--- config.mk ---
export PLATFORM = sky130hd
export DESIGN_NAME = breakpoint_address_table_top
export DESIGN_NICKNAME = d
export VERILOG_FILES = /design/src/rtl/bat_pkg.sv /design/src/rtl/bat_ctrl.sv /design/src/rtl/bat_dp.sv /design/src/rtl/breakpoint_address_table_top.sv
export VERILOG_INCLUDE_DIRS = /design/src /design/src/rtl
export SDC_FILE = /design/constraint.sdc
export NUM_CORES = 1
export LEC_CHECK = 0
export ABC_AREA = 1
export BUFFER_PORTS_ARGS = -buffer_cell sky130_fd_sc_hd__buf_2
export CAP_MARGIN = 30
export CORE_ASPECT_RATIO = 0.7
export CORE_UTILIZATION = 30
export CTS_CLUSTER_SIZE = 20
export DETAILED_ROUTE_END_ITERATION = 6
export REMOVE_ABC_BUFFERS = 1
export SLEW_MARGIN = 10
export SYNTH_ARGS = -nofsm -noshare
export SYNTH_HDL_FRONTEND = slang
export SYNTH_SLANG_ARGS = --single-unit
--- constraint.sdc ---
create_clock -name clk -period 4.9 [get_ports clk]
set_clock_uncertainty 0.1 [all_clocks]
set_input_delay 0.98 -clock clk [delete_from_list [all_inputs] [get_ports clk]]
set_output_delay 0.98 -clock clk [all_outputs]
set_load 0.005 [all_outputs]
--- src/rtl/breakpoint_address_table_top_macros.svh ---
// Assertion macros for the breakpoint address table.
// Included by files that carry concurrent assertions; depends on nothing.
`ifndef BREAKPOINT_ADDRESS_TABLE_TOP_MACROS_SVH
`define BREAKPOINT_ADDRESS_TABLE_TOP_MACROS_SVH
`ifndef ASSERT_OFF
`define BAT_ASSERT(lbl, clk, rst_n, prop, msg) \
  lbl: assert property (@(posedge clk) disable iff (!rst_n) prop) else $error(msg);
`define BAT_ASSERT_NORST(lbl, clk, prop, msg) \
  lbl: assert property (@(posedge clk) prop) else $error(msg);
`else
`define BAT_ASSERT(lbl, clk, rst_n, prop, msg)
`define BAT_ASSERT_NORST(lbl, clk, prop, msg)
`endif
`endif

--- src/rtl/bat_pkg.sv ---
// Shared types and constants for the breakpoint address table.
// Used by bat_ctrl, bat_dp and breakpoint_address_table_top.
package bat_pkg;

  localparam int ADDR_W = 16;
  localparam int CNT_W  = 4;

  localparam logic [1:0] OP_ADD    = 2'd0;
  localparam logic [1:0] OP_REMOVE = 2'd1;
  localparam logic [1:0] OP_QUERY  = 2'd2;

  typedef struct packed {
    logic [1:0]        op;
    logic [ADDR_W-1:0] address;
    logic [CNT_W-1:0]  position;
  } in_item_t;

  typedef struct packed {
    logic             ok;
    logic             hit;
    logic [CNT_W-1:0] entry_count;
  } out_item_t;

  // controller to datapath
  typedef struct packed {
    logic load_item;
    logic execute;
  } dp_cmd_t;

  // datapath to the top-level checks
  typedef struct packed {
    logic [CNT_W-1:0] count;
  } dp_status_t;

endpackage

--- src/rtl/bat_ctrl.sv ---
// Controller for the breakpoint address table: sequences capture and execute
// of one transaction at a time and owns the result valid. Depends on bat_pkg.
module bat_ctrl (
  input  logic             clk,
  input  logic             rst_n,
  input  logic             in_valid,
  output logic             in_stall,
  output logic             out_valid,
  input  logic             out_stall,
  output bat_pkg::dp_cmd_t cmd
);

  typedef enum logic {
    S_IDLE,
    S_EXEC
  } state_t;

  state_t state_r, state_nxt;
  logic   out_valid_r, out_valid_nxt;
  logic   slot_free;

  assign in_stall  = (state_r != S_IDLE);
  assign out_valid = out_valid_r;
  assign slot_free = !out_valid_r || !out_stall;

  always_comb begin
    state_nxt     = state_r;
    out_valid_nxt = out_valid_r;
    cmd.load_item = 1'b0;
    cmd.execute   = 1'b0;
    if (out_valid_r && !out_stall) begin
      out_valid_nxt = 1'b0;
    end
    unique case (state_r)
      S_IDLE: begin
        if (in_valid) begin
          cmd.load_item = 1'b1;
          state_nxt     = S_EXEC;
        end
      end
      S_EXEC: begin
        // hold the item until the output register can take its result
        if (slot_free) begin
          cmd.execute   = 1'b1;
          out_valid_nxt = 1'b1;
          state_nxt     = S_IDLE;
        end
      end
      default: begin
        state_nxt = S_IDLE;
      end
    endcase
  end

  always_ff @(posedge clk) begin
    if (!rst_n) begin
      state_r     <= S_IDLE;
      out_valid_r <= 1'b0;
    end else begin
      state_r     <= state_nxt;
      out_valid_r <= out_valid_nxt;
    end
  end

endmodule

--- src/rtl/bat_dp.sv ---
// Datapath for the breakpoint address table: item register, entry registers
// with per-entry comparators and neighbour shift, live count and result register.
// Depends on bat_pkg.
module bat_dp #(
  parameter int MAX_ENTRIES = 8
) (
  input  logic                clk,
  input  logic                rst_n,
  input  bat_pkg::in_item_t   in_data,
  input  bat_pkg::dp_cmd_t    cmd,
  output bat_pkg::out_item_t  out_data,
  output bat_pkg::dp_status_t status
);

  localparam int CW = bat_pkg::CNT_W;
  localparam int AW = bat_pkg::ADDR_W;

  bat_pkg::in_item_t  item_r;
  bat_pkg::out_item_t result_r, result_nxt;
  logic [AW-1:0]      entries_r   [MAX_ENTRIES];
  logic [AW-1:0]      entries_nxt [MAX_ENTRIES];
  logic [CW-1:0]      count_r, count_nxt;
  logic [MAX_ENTRIES-1:0] match;
  logic               hit;
  logic               has_room;
  logic               pos_ok;

  always_comb begin
    for (int i = 0; i < MAX_ENTRIES; i++) begin
      match[i] = (CW'(i) < count_r) && (entries_r[i] == item_r.address);
    end
  end

  assign hit      = |match;
  assign has_room = (count_r < CW'(MAX_ENTRIES));
  assign pos_ok   = (item_r.position != '0) && (item_r.position <= count_r);

  always_comb begin
    for (int i = 0; i < MAX_ENTRIES; i++) begin
      entries_nxt[i] = entries_r[i];
    end
    count_nxt              = count_r;
    result_nxt.ok          = 1'b0;
    result_nxt.hit         = 1'b0;
    unique case (item_r.op)
      bat_pkg::OP_ADD: begin
        if (hit) begin
          result_nxt.ok  = 1'b1;
          result_nxt.hit = 1'b1;
        end else if (has_room) begin
          for (int i = 0; i < MAX_ENTRIES; i++) begin
            if (CW'(i) == count_r) begin
              entries_nxt[i] = item_r.address;
            end
          end
          count_nxt     = count_r + 1'b1;
          result_nxt.ok = 1'b1;
        end
      end
      bat_pkg::OP_REMOVE: begin
        if (pos_ok) begin
          // shift every entry after the removed slot down one place
          for (int i = 0; i < MAX_ENTRIES - 1; i++) begin
            if (CW'(i + 1) >= item_r.position) begin
              entries_nxt[i] = entries_r[i + 1];
            end
          end
          count_nxt     = count_r - 1'b1;
          result_nxt.ok = 1'b1;
        end
      end
      bat_pkg::OP_QUERY: begin
        result_nxt.hit = hit;
      end
      default: begin
      end
    endcase
    result_nxt.entry_count = count_nxt;
  end

  always_ff @(posedge clk) begin
    if (cmd.load_item) begin
      item_r <= in_data;
    end
    if (cmd.execute) begin
      result_r <= result_nxt;
      for (int i = 0; i < MAX_ENTRIES; i++) begin
        entries_r[i] <= entries_nxt[i];
      end
    end
  end

  always_ff @(posedge clk) begin
    if (!rst_n) begin
      count_r <= '0;
    end else if (cmd.execute) begin
      count_r <= count_nxt;
    end
  end

  assign out_data     = result_r;
  assign status.count = count_r;

endmodule

--- src/rtl/breakpoint_address_table_top.sv ---
// Breakpoint address table, top level. An accepted transaction is first
// captured, then executed (compare/shift of all entries in parallel) into the
// result register; no new transaction is taken until it executes, and it waits
// while the result register is stalled. Synchronous active-low reset empties
// the table and drops any pending result; entry contents are not cleared.
`include "breakpoint_address_table_top_macros.svh"
module breakpoint_address_table_top #(
  parameter int MAX_ENTRIES = 8
) (
  input  logic               clk,
  input  logic               rst_n,
  input  logic               in_valid,
  output logic               in_stall,
  input  bat_pkg::in_item_t  in_data,
  output logic               out_valid,
  input  logic               out_stall,
  output bat_pkg::out_item_t out_data
);

  bat_pkg::dp_cmd_t    cmd;
  bat_pkg::dp_status_t dp_status;

  bat_ctrl u_ctrl (
    .clk       (clk),
    .rst_n     (rst_n),
    .in_valid  (in_valid),
    .in_stall  (in_stall),
    .out_valid (out_valid),
    .out_stall (out_stall),
    .cmd       (cmd)
  );

  bat_dp #(
    .MAX_ENTRIES (MAX_ENTRIES)
  ) u_dp (
    .clk      (clk),
    .rst_n    (rst_n),
    .in_data  (in_data),
    .cmd      (cmd),
    .out_data (out_data),
    .status   (dp_status)
  );

  `BAT_ASSERT(a_count_max, clk, rst_n, dp_status.count <= MAX_ENTRIES, "count above capacity")
  `BAT_ASSERT(a_count_step, clk, rst_n, !cmd.execute |=> $stable(dp_status.count), "count moved")
  `BAT_ASSERT(a_no_load_exec, clk, rst_n, !(cmd.load_item && cmd.execute), "load and execute")
  `BAT_ASSERT_NORST(a_rst_empty, clk, !rst_n |=> !out_valid && dp_status.count == 0, "dirty reset")

endmodule
---- After elaboration in Yosys (flattened, before gate mapping) ----
Memories as Yosys holds them, arrays and structs flattened.
Index checks and enable logic that the tools add are counted.
word-level totals
  memories ................................ 1
  word-level logic and storage cells ...... 105
  input bits .............................. 26
  bits in writable memories ............... 128
  register bits after elaboration ......... 34
operators by class
  muxes and demuxes ....................... 41
  eq/ne operators ......................... 17
  reduce and logical (&&, ||, !) cells .... 17
  $lt $le $gt $ge ......................... 17
  bitwise operators ....................... 1
  $add $sub $neg .......................... 2
memory list
  memory          words  bits a word  rd ports  clocked after Yosys merged registers in  write ports  line          RTL
  u_dp.entries_r  8      16           8         0                                        8            bat_dp.sv:20  logic [AW-1:0] entries_r [MAX_ENTRIES];
operators by type and width
  operator             number
  $mux 128             2
  $mux 16              16
  $pmux 112 s2         1
  $eq 16x16->1         8
  $mux 112             1
  $eq 3x4->1 const A   4
  $ge 3x4->1 const A   4
  $lt 3x4->1 const A   4
  $mux 1               14
  $mux 4               3
  $logic_and 1x1->1    10
  $eq 2x4->1 const A   2
  $ge 2x4->1 const A   2
  $lt 1x4->1 const A   2
  $lt 2x4->1 const A   2
  $pmux 4 s2           1
  $reduce_or 8->1      1
  $pmux 1 s2           3
  $add 4x1->4 const B  1
  $eq 1x4->1 const A   1
  $ge 1x4->1 const A   1
  $le 4x4->1           1
  $logic_not 4->1      1
  $lt 4x4->1 const B   1
  other kinds (8)      9

---- Depth between registers and ports, before layout ----
Gate-level depths: netlist (run 1).
  word-level depth ........................ 6
  mapped depth ............................ 17
  gate-level depth less buffers ........... 16

---- Cells and area by module ----
A second synthesis (run 1) with hierarchy kept.
second synthesis, totals
  cell total of the unflattened synthesis .. 1036
  area, all modules ....................... 8873.5 µm²
modules (own cells, without submodules)
  module    sequential area each (µm²)  area each (µm²)  instances  cells each
  bat_dp    4764.6                      8793.4           1          1026
  bat_ctrl  40.0                        80.1             1          10

---- Worst setup path before layout (run 1) ----
No wires, ideal clock.
  path type ............................... register to register
  from .................................... reg u_dp.status[1] (netlist name)
  to ...................................... mem u_dp.entries_r[0][48] (netlist name), enable pin
  setup time .............................. 0.430 ns
  setup slack ............................. 1.298 ns
  data required time ...................... 4.370 ns
  arrival ................................. 3.071 ns
  period minus slack after synthesis ...... 3.602 ns
  stages on the path, launching flop included .. 10
  buffers on the path ..................... 0
  cells stage by stage .................... dfxtp_1 -> inv_1 -> ha_1 -> a21oi_1 -> o21ai_0 -> o21ai_0 -> o21ai_0 -> inv_1 -> o21ai_2 -> nor4_1
RTL lines
  what              line
  end: declaration  bat_dp.sv:20

==> results of run 1 <==
[area by class of cell]
type	instances	area, sq um
fill	2927	18960
sequential	162	4805
multi-input combinational	676	3306
inverter	148	578.1
tap	378	473.0
clock buffer	19	432.9
timing repair buffer	44	255.2
clock inverter	13	138.9
[synthesized netlist by cell type (2+ instances only)]
| cell | instances | area (sq um) |
|---|---|---|
| edfxtp_1 | 156 | 4684 |
| nand2_1 | 356 | 1336 |
| inv_4 | 8 | 50.05 |
| buf_2 | 2 | 10.01 |
| nand3_4 | 10 | 175.2 |
| o21ai_1 | 50 | 250.2 |
| o21ai_0 | 65 | 325.3 |
| nor3_1 | 6 | 30.03 |
| inv_1 | 132 | 495.5 |
| nor2_1 | 75 | 281.5 |
| a31oi_1 | 2 | 12.51 |
| clkbuf_1 | 12 | 45.04 |
| nor4_1 | 2 | 12.51 |
| xor2_1 | 7 | 61.31 |
| ha_1 | 10 | 125.1 |
| nand4_1 | 20 | 125.1 |
| xnor2_1 | 16 | 140.1 |
| nand3_1 | 32 | 160.2 |
| nand2_4 | 2 | 22.52 |
| nor2_4 | 2 | 22.52 |
| buf_6 | 4 | 45.04 |
| o21ai_2 | 3 | 26.28 |
| buf_4 | 14 | 105.1 |
| dfxtp_1 | 6 | 120.1 |
| nor2_8 | 2 | 40.04 |
| nand3_2 | 2 | 20.02 |
| inv_2 | 7 | 26.28 |
| a21oi_1 | 8 | 40.04 |
[critical path: cells and delay by family (launching register included)]
kind | cells | cell delay, ns
adder cells (fa/ha/maj) | 1 | 0.36
flip-flops | 1 | 0.66
buffers and inverters | 3 | 0.78
AND/OR/NAND/NOR | 1 | 0.71
AO/OA/AOI/OAI | 5 | 0.67
[stage by stage]
step | instances | util | power, mW | hold WS [ns] | setup TNS (ns)
CTS | 1440 | 0.3450 | 3.333 | 0.3962 | 0
detailed placement | 1408 | 0.3252 | 2.023 | 0.3864 | 0
floorplan | 986 | - | 1.887 | 0.3753 | -5.071
finish | 1440 | 0.3450 | 3.309 | 0.3882 | 0
global placement | 1407 | 0.3247 | 2.014 | 0.3792 | 0
global route | 1440 | 0.3450 | 3.436 | 0.4530 | 0
[report_power, final]
| part | switching (mW) | leakage (nW) | internal (mW) |
|---|---|---|---|
| Combinational | 0.235 | 2.52 | 0.110 |
| Clock | 0.564 | 0.267 | 0.748 |
| Sequential | 0.0586 | 1.48 | 1.59 |
| Total | 0.858 | 4.27 | 2.45 |
[logic make-up after synthesis]
| logic type | Yosys count |
|---|---|
| AOI/OAI and AO/OA | 131 |
| adders and majority gates | 10 |
| DFF | 162 |
| and+or+nand+nor | 512 |
| buffers and inverters | 182 |
| xor gates and xnor gates | 23 |
[state kept, by name, summed over array words and instances, names as in the netlist]
signal	cells
u_dp.out_data	6
u_ctrl.out_valid	1
u_dp.entries_r	128
u_ctrl.in_stall	1
u_dp.status	4
u_dp.item_r	22
[worst paths after layout]
path | start | endpoint | slack [ns] | cells past startpoint
worst min register to register | u_ctrl.out_valid$_SDFF_PN0_ | u_ctrl.out_valid$_SDFF_PN0_ | 0.39 | 2
worst min-delay path | u_ctrl.out_valid$_SDFF_PN0_ | u_ctrl.out_valid$_SDFF_PN0_ | 0.39 | 2
worst max register to register | u_dp.status[3]$_SDFFE_PN0P_ | u_dp.entries_r[0][30]$_DFFE_PP_ | 1.31 | 10
worst max-delay path | u_dp.status[3]$_SDFFE_PN0P_ | u_dp.entries_r[0][30]$_DFFE_PP_ | 1.31 | 10
[metal layers]
layer,share of wire,vias to the layer above
met5,0,-
met1,0.49,3239
met2,0.42,242
met3,0.079,24
li1,-,3380
met4,0.011,0
==> results.yml, run 1 <==
run_status:
  outcome: "finished clean"
cells_and_area:
  post_route_cells_drive_above_1_share: 0.1130
  nNetsFinal: 1085
  syn2layout_area_growth_pct: 12.77
  num_antenna_cells: 0
  final_area_sq_um: 9988
  final_cell_mix: "356 x nand2_1, 156 x edfxtp_1, 132 x inv_1"
  layout_commonest_cell: "nand2_1"
place:
  dp_slack_ns: 1.351
  post_dp_cell_area_sq_um: 9417
  dp_hpwl_mm: 16.54
  gp_congestion: 0.9337
  port_buffers: 33
drt:
  routed-via-count: 6885
  vias_per_cell: 4.781
  initialDrtViolationCount: 634
  antenna_left: 0
  firstDrtPassIters: 6
  routedWlPerCell_microns: 16.31
  route.detailed.drc: 0
  routed_wl_mm: 23.48
logic_synthesis:
  synth_top_family_by_area: "simple AND/OR/NAND/NOR gates"
  synth_mux_area_frac: 0
  synth_area_sq_um: 8857
  synth_flop_cell: "edfxtp_1"
  synth_edf_count: 156
  async_flop_share: 0
  synth-seq-area-share: 0.5424
  synth-compound-area-share: 0.07628
  synthCells: 1020
  ys_seq_elements: 162
  synthSimpleGateAreaFrac: 0.2536
  ys_types: 37
  synth_xor_area_frac: 0.02274
  synthAdderAreaFrac: 0.01413
  ys_warn_count: 0
  avgSynthCellArea_sq_um: 8.684
cts:
  clockBufferDepth: 2
  cts_setup_buffers: 0
  clock_sinks: 162
  cts_tree: "built"
  cts_root_buffer: "clkbuf_16"
  hold_buffers: 0
  numCtsBuffers: 17
  cts_resized: 0
  h-tree-depth: 4
  cts.reportedPaths.clkPinSlew_ns: 0.06
  clk_latency_ns: 0.44
worst_setup_path:
  crit_arrival_ns: 3.62
  crit_path_max_fanout: 11
  crit_top_cell: "o21ai_0"
  cp-end-kind: "flip-flop"
  critPathMaxStageDelay_ns: 0.71
  cp_cell_sequence: "inv_2 > ha_1 > a21oi_1 > o21ai_0 > o21ai_0 > o21ai_0 > inv_1 > o21ai_2 > nor3_2 > buf_4"
  crit_slowest_cell: "nor3_2"
  crit_type: "reg2reg"
  cp-start-kind: "flip-flop"
  cp.required_ns: 4.93
grt:
  grt_busiest_layer: "met1"
  grtUsageMet2: 0.2313
  gr-usage-met1: 0.2401
  grt_max_degree: 66
  grt_overflow: 0
  grt_use_met3: 0.03366
  track_usage: 0.1603
  antenna_found_initial: 0
  grt_pass1_vias: 6472
  grt_pass1_wl_mm: 36.65
hold_path:
  hp-class: "reg2reg"
timing:
  worstMarginPinSlew_ns: 0.9171
  slew_viol_final: 0
  period_needed_ns: 3.592
  rsz0062_at_grt: "false"
  setup_viol: 0
  fmax_ghz: 0.2784
  relSlewSlack: 0.3863
  fin_crit_sh: 0.7331
  worst_slack_ns: 1.308
  finalHoldViolCount: 0
floorplanning:
  core_sq_um: 28950
  dieWidth_microns: 207.4
  placementRows: 52
  die_h_microns: 145.8
  initial_core_util: 0.3059
  io_pins: 34
  dieArea_sq_um: 30230
pwr:
  p_leak_nw: 4.272
  power.density_nw_per_um2: 331.2
  peakVddDrop_uv: 228.6
job:
  cap_violations: 0
No activity file was read; power rests on OpenSTA's default activity.
==> inputs of run 2 (changes only) <==
Clock period 4.9 ns to 2.92 ns, I/O delays scaled along.
==> run 2 against run 1 <==
- combinational power rose by 97%
- clock power rose by 67%
- hold slack lost 0.17 ns
- fmax rose by 31%
- total power grew 69%
- non-clock buffer count grew 41
- sequential share of layout area is 1.7 points lower
- global-route usage is 0.41 points higher
- cell count increased by 2.8%
- sequential cell count unchanged
==> results.yml, run 2 (synthesis results as in run 1) <==
hold_path:
  hp-class: "in2reg"
pwr:
  power_frac_comb: 0.121
  peakVddDrop_uv: 394.7
  power.density_nw_per_um2: 540.6
  p_leak_nw: 4.479
  switchingPower_mw: 1.447
  intPower_mw: 4.147
  clockPowerShare: 0.391
  p_total_mw: 5.594
  share_seq_of_total_power: 0.488
  p_sw_frac: 0.2587
drt:
  initialDrtViolationCount: 589
  antenna_left: 0
  route.detailed.drc: 0
  firstDrtPassIters: 5
  routedWlPerCell_microns: 16.23
  routed_wl_mm: 24.03
  routed-via-count: 7072
  vias_per_cell: 4.775
grt:
  antenna_found_initial: 0
  grt_pass1_vias: 6484
  grt_overflow: 0
  track_usage: 0.1645
  grt_max_degree: 67
  grt_pass1_wl_mm: 37.25
worst_setup_path:
  cp-start-kind: "flip-flop"
  crit_arrival_ns: 2.77
  crit_type: "reg2reg"
  cp.required_ns: 2.95
  cp-end-kind: "flip-flop"
  r2r_slack_ns: 0.18
  crit_path_max_fanout: 11
cells_and_area:
  nNetsFinal: 1126
  final_area_sq_um: 10350
  num_antenna_cells: 0
  layout_commonest_cell: "nand2_1"
  largest_reg_flops: 128
  syn2layout_area_growth_pct: 16.84
  post_route_cells_drive_above_1_share: 0.1442
  final_cell_mix: "356 x nand2_1, 156 x edfxtp_1, 131 x inv_1"
  regMostFlops: "u_dp.entries_r"
cts:
  numCtsBuffers: 17
  h-tree-depth: 4
  cts_root_buffer: "clkbuf_16"
  cts_tree: "built"
  clock_sinks: 162
  clk_latency_ns: 0.44
  clockBufferDepth: 2
  cts.reportedPaths.clkPinSlew_ns: 0.07
floorplanning:
  initial_core_util: 0.3059
  die_h_microns: 145.8
  io_pins: 34
  core_sq_um: 28950
  dieWidth_microns: 207.4
  dieArea_sq_um: 30230
  placementRows: 52
timing:
  worstMarginPinSlew_ns: 0.4952
  fmax_ghz: 0.3652
  rsz0062_at_grt: "false"
  relSlewSlack: 0.6687
  setup_viol: 0
  fin_crit_sh: 0.9378
  period_needed_ns: 2.738
  finalHoldViolCount: 0
  slew_viol_final: 0
  worst_slack_ns: 0.1817
place:
  post_dp_cell_area_sq_um: 9692
  port_buffers: 33
  dp_slack_ns: 0.1099
  gp_congestion: 0.8997
  dp_hpwl_mm: 17.31
job:
  cap_violations: 0
run_status:
  outcome: "finished clean"
[run 2: repair_timing]
item / in CTS / in global routing
gates resized for setup: 0 / 5
endpoints found under the setup margin: 0 / 112
hold buffers: 0 / 0
buffers inserted: 0 / 10
endpoints found under the hold margin: 0 / 0
[run 2: per-layer routing]
layer / track usage / vias to the layer above / routed length (microns)
met5: 0 / - / 0
met2: 0.2242 / 285 / 9637
met1: 0.2481 / 3317 / 11870
li1: - / 3450 / -
met3: 0.05028 / 20 / 2275
met4: 0.04104 / 0 / 252
[run 2: final timing paths]
check,endpoint,depth (start not counted),start
hold reg to reg,u_ctrl.out_valid$_SDFF_PN0_,2,u_ctrl.out_valid$_SDFF_PN0_
hold / removal,u_dp.item_r[16]$_DFFE_PP_,1,in_data[16]
setup reg to reg,u_dp.entries_r[1][16]$_DFFE_PP_,13,u_dp.item_r[19]$_DFFE_PP_
setup / recovery,u_dp.entries_r[1][16]$_DFFE_PP_,13,u_dp.item_r[19]$_DFFE_PP_
[run 2: final cells by class]
| cell class | instances | area (sq um) |
|---|---|---|
| well taps | 378 | 473.0 |
| clock inverters | 11 | 113.9 |
| repair buffers | 85 | 609.3 |
| fillers | 2866 | 18600 |
| multi-input cells | 676 | 3329 |
| inverters | 148 | 578.1 |
| clock buffers | 21 | 440.4 |
| flip-flops and latches | 162 | 4805 |
[run 2: stage by stage]
step	util	TNS [ns]	cells	hold slack, ns
floorplan	-	-396.89	986	0.3753
global placement	0.3345	0	1438	0.3808
detailed placement	0.3347	0	1439	0.3805
CTS	0.3539	0	1471	0.1966
global route	0.3574	0	1481	0.1977
finish	0.3574	0	1481	0.2159
[run 2: worst max-delay path, stage by stage (launching register included)]
cell      delay (ns)
edfxtp_1        0.52
buf_4           0.22
nand2_1         0.05
nand2_1         0.08
nand3_1         0.12
nor2_1          0.06
nand3_1         0.07
nand2_1         0.11
nor2_4          0.20
nand2_4         0.11
nand2_1         0.15
o21ai_4         0.14
nor4_2          0.25
buf_6           0.24
[run 2: power groups by stage]
stage | registers [mW] | clock network [mW] | logic (mW)
4_1_cts | 2.73 | 2.23 | 0.653
2_1_floorplan | 2.79 | 0 | 0.374
5_1_grt | 2.74 | 2.32 | 0.758
3_5_place_dp | 2.78 | 0 | 0.652
6_report | 2.73 | 2.19 | 0.678
3_3_place_gp | 2.78 | 0 | 0.646
==> inputs of run 3 (changes only) <==
Settings changed: SYNTH_HIERARCHICAL set to 1.
==> run 3 against run 2 <==
- total power up 6.7%
- area after synthesis rose by 0.18%
- fmax fell by 1.8%
- design area up 4.3%
- sequential cell count unchanged
- register-to-register slack worse by 0.05 ns
- critical endpoint is now u_dp/entries_r[1][21]$_DFFE_PP_
- non-clock buffer count is 33 higher
- first-iteration DRC count is 28% higher
- sequential power about the same
- setup slack lost 0.051 ns
- wire length grew 2.2%
==> results.yml, run 3 <==
worst_setup_path:
  cp-start-kind: "flip-flop"
  crit_arrival_ns: 2.82
  crit_path_max_fanout: 8
  crit_top_cell: "nand2_1"
  cp_cell_sequence: "inv_2 > ha_1 > inv_1 > nor2_1 > o21ai_0 > a32o_2 > nand2_1 > nand2_1 > nand2_1 > inv_2 > nand3_1 > nor2_4 > buf_4"
  cp.required_ns: 2.95
  r2r_slack_ns: 0.13
  critPathMaxStageDelay_ns: 0.40
  crit_type: "reg2reg"
  crit_slowest_cell: "dfxtp_2"
  cp-end-kind: "flip-flop"
logic_synthesis:
  synth_top_area_cell: "edfxtp_1"
  synth_xor_area_frac: 0.01974
  ys_seq_elements: 162
  async_flop_share: 0
  synth_top_area_frac: 0.5279
  synthSimpleGateAreaFrac: 0.2547
  synth_common_cells: "361 x nand2_1, 156 x edfxtp_1, 140 x inv_1"
  avgSynthCellArea_sq_um: 8.565
  ys_warn_count: 6
  synthCells: 1036
  synth_flop_cell: "edfxtp_1"
  synth-seq-area-share: 0.5415
  ys_types: 35
  synth_top_family_by_area: "simple AND/OR/NAND/NOR gates"
  synth_area_sq_um: 8874
  synth_mux_area_frac: 0
  yosysMostFrequentCell: "nand2_1"
  synth-compound-area-share: 0.07826
  synthAdderAreaFrac: 0.01410
  synth_edf_count: 156
  synthTopCellsByArea: "edfxtp_1 53%, nand2_1 15%, inv_1 5.9%"
timing:
  fmax_ghz: 0.3586
  setup_viol: 0
  finalHoldViolCount: 0
  relSlewSlack: 0.3858
  period_needed_ns: 2.789
  tns_ns: 0
  worstMarginPinSlew_ns: 0.9163
  slew_viol_final: 0
  fin_crit_sh: 0.9551
floorplanning:
  die_h_microns: 145.9
  dieArea_sq_um: 30280
  io_pins: 34
  placementRows: 52
  initial_core_util: 0.3058
  core_sq_um: 29020
  dieWidth_microns: 207.6
place:
  placed_cells: 1480
  dp_hpwl_mm: 17.81
  gp_congestion: 0.9087
  port_buffers: 33
drt:
  routed_wl_mm: 24.55
  route.detailed.drc: 0
  antenna_left: 0
  routed-via-count: 7345
  firstDrtPassIters: 6
  routedWlPerCell_microns: 16.08
  initialDrtViolationCount: 751
  vias_per_cell: 4.810
cells_and_area:
  nNetsFinal: 1174
  finalNonFillerCells: 1527
  layout_commonest_cell: "nand2_1"
  post_route_cells_drive_above_1_share: 0.1793
  layout.core_utilization: 0.3718
  final_cell_mix: "357 x nand2_1, 156 x edfxtp_1, 137 x inv_1"
  largest_reg_flops: 128
  regMostFlops: "u_dp/entries_r"
  syn2layout_area_growth_pct: 21.59
  num_antenna_cells: 0
cts:
  clock_sinks: 162
  hold_buffers: 0
  clk_latency_ns: 0.43
  numCtsBuffers: 17
  clockBufferDepth: 2
  cts_tree: "built"
  cts.reportedPaths.clkPinSlew_ns: 0.07
  h-tree-depth: 4
  cts_root_buffer: "clkbuf_16"
grt:
  grtUsageMet2: 0.2364
  grt_overflow: 0
  grt_use_met3: 0.04294
  grt_pass1_vias: 6756
  grt_busiest_layer: "met1"
  grt_pass1_wl_mm: 38.40
  track_usage: 0.1666
  grt_max_degree: 64
  gr-usage-met1: 0.2482
  antenna_found_initial: 0
pwr:
  peakVddDrop_uv: 441.2
  power.density_nw_per_um2: 553.3
  p_leak_nw: 4.772
run_status:
  outcome: "finished clean"
job:
  cap_violations: 0
hold_path:
  hp-class: "in2reg"
==> run 3: cell count changes after synthesis, sizes merged, moves of 2 or more <==
cell,before,now
nand3,44,49
xor2,7,3
nand2,359,363
nor4,2,0
inv,147,150
nor2,79,84
a21oi,8,11
a31oi,2,0
clkbuf,12,14
clkinv,1,3
==> run 3: report_power, final <==
part           total [mW]  leakage [nW]  switching (mW)  internal (mW)
registers            2.75          1.49          0.0689           2.68
clock network        2.36         0.280           0.943           1.42
logic               0.854          3.00           0.540          0.314
total                5.97          4.77            1.55           4.42
==> run 3: metrics by stage <==
| step | setup slack [ns] | hold slack [ns] | area, sq um | total power, mW |
|---|---|---|---|---|
| detailed placement | -0.09104 | 0.4114 | 9958 | 3.606 |
| finish | 0.1310 | 0.2218 | 10790 | 5.970 |
| CTS | 0.02307 | 0.2051 | 10590 | 5.967 |
| floorplan | -2.686 | 0.3895 | 8645 | 3.254 |
| global route | -0.005376 | 0.1967 | 10790 | 6.209 |
| global placement | -0.04467 | 0.3829 | 9958 | 3.594 |
==> run 3: final timing paths <==
path / end / cells past startpoint / start
setup reg to reg: u_dp/entries_r[1][21]$_DFFE_PP_ / 13 / u_dp/status[1]$_SDFFE_PN0P_
hold / removal: u_dp/item_r[19]$_DFFE_PP_ / 1 / in_data[19]
hold reg to reg: u_ctrl/out_valid$_SDFF_PN0_ / 2 / u_ctrl/out_valid$_SDFF_PN0_
setup / recovery: u_dp/entries_r[1][21]$_DFFE_PP_ / 13 / u_dp/status[1]$_SDFFE_PN0P_
==> run 3: cell type report <==
cell class / count / area [sq um]
sequential: 162 / 4812
multi-input combinational: 686 / 3352
fill: 2929 / 18230
clock inverter: 10 / 160.2
inverter: 153 / 585.6
clock buffer: 20 / 436.7
tap: 378 / 473.0
timing repair buffer: 118 / 969.7
==> run 3: logic make-up (layout without fill, tap and decap cells) <==
family | Yosys count | in the layout
XOR/XNOR | 20 | 20
flip-flops | 162 | 162
adder cells (fa/ha/maj) | 10 | 10
AO/OA/AOI/OAI | 133 | 133
buffers and inverters | 188 | 301
AND/OR/NAND/NOR | 523 | 523
==> run 3: critical path, delay by kind of cell, from the launching register on <==
kind | cells | cell delay [ns]
AOI/OAI and AO/OA | 2 | 0.34
adders and majority gates | 1 | 0.32
buffers and inverters | 4 | 0.51
DFF | 1 | 0.40
and+or+nand+nor | 6 | 0.80
==> run 3: what timing repair did <==
item                       CTS  global route
cloned                       0             1
setup buffers                4            13
pin swaps                    0             2
setup endpoints to repair  112           176
resized for setup            3            22
==> run 3: per-layer routing <==
layer,vias to the layer above,part of all wire
met5,-,0
met4,0,0.017
met3,32,0.081
met2,275,0.41
met1,3490,0.49
li1,3548,-
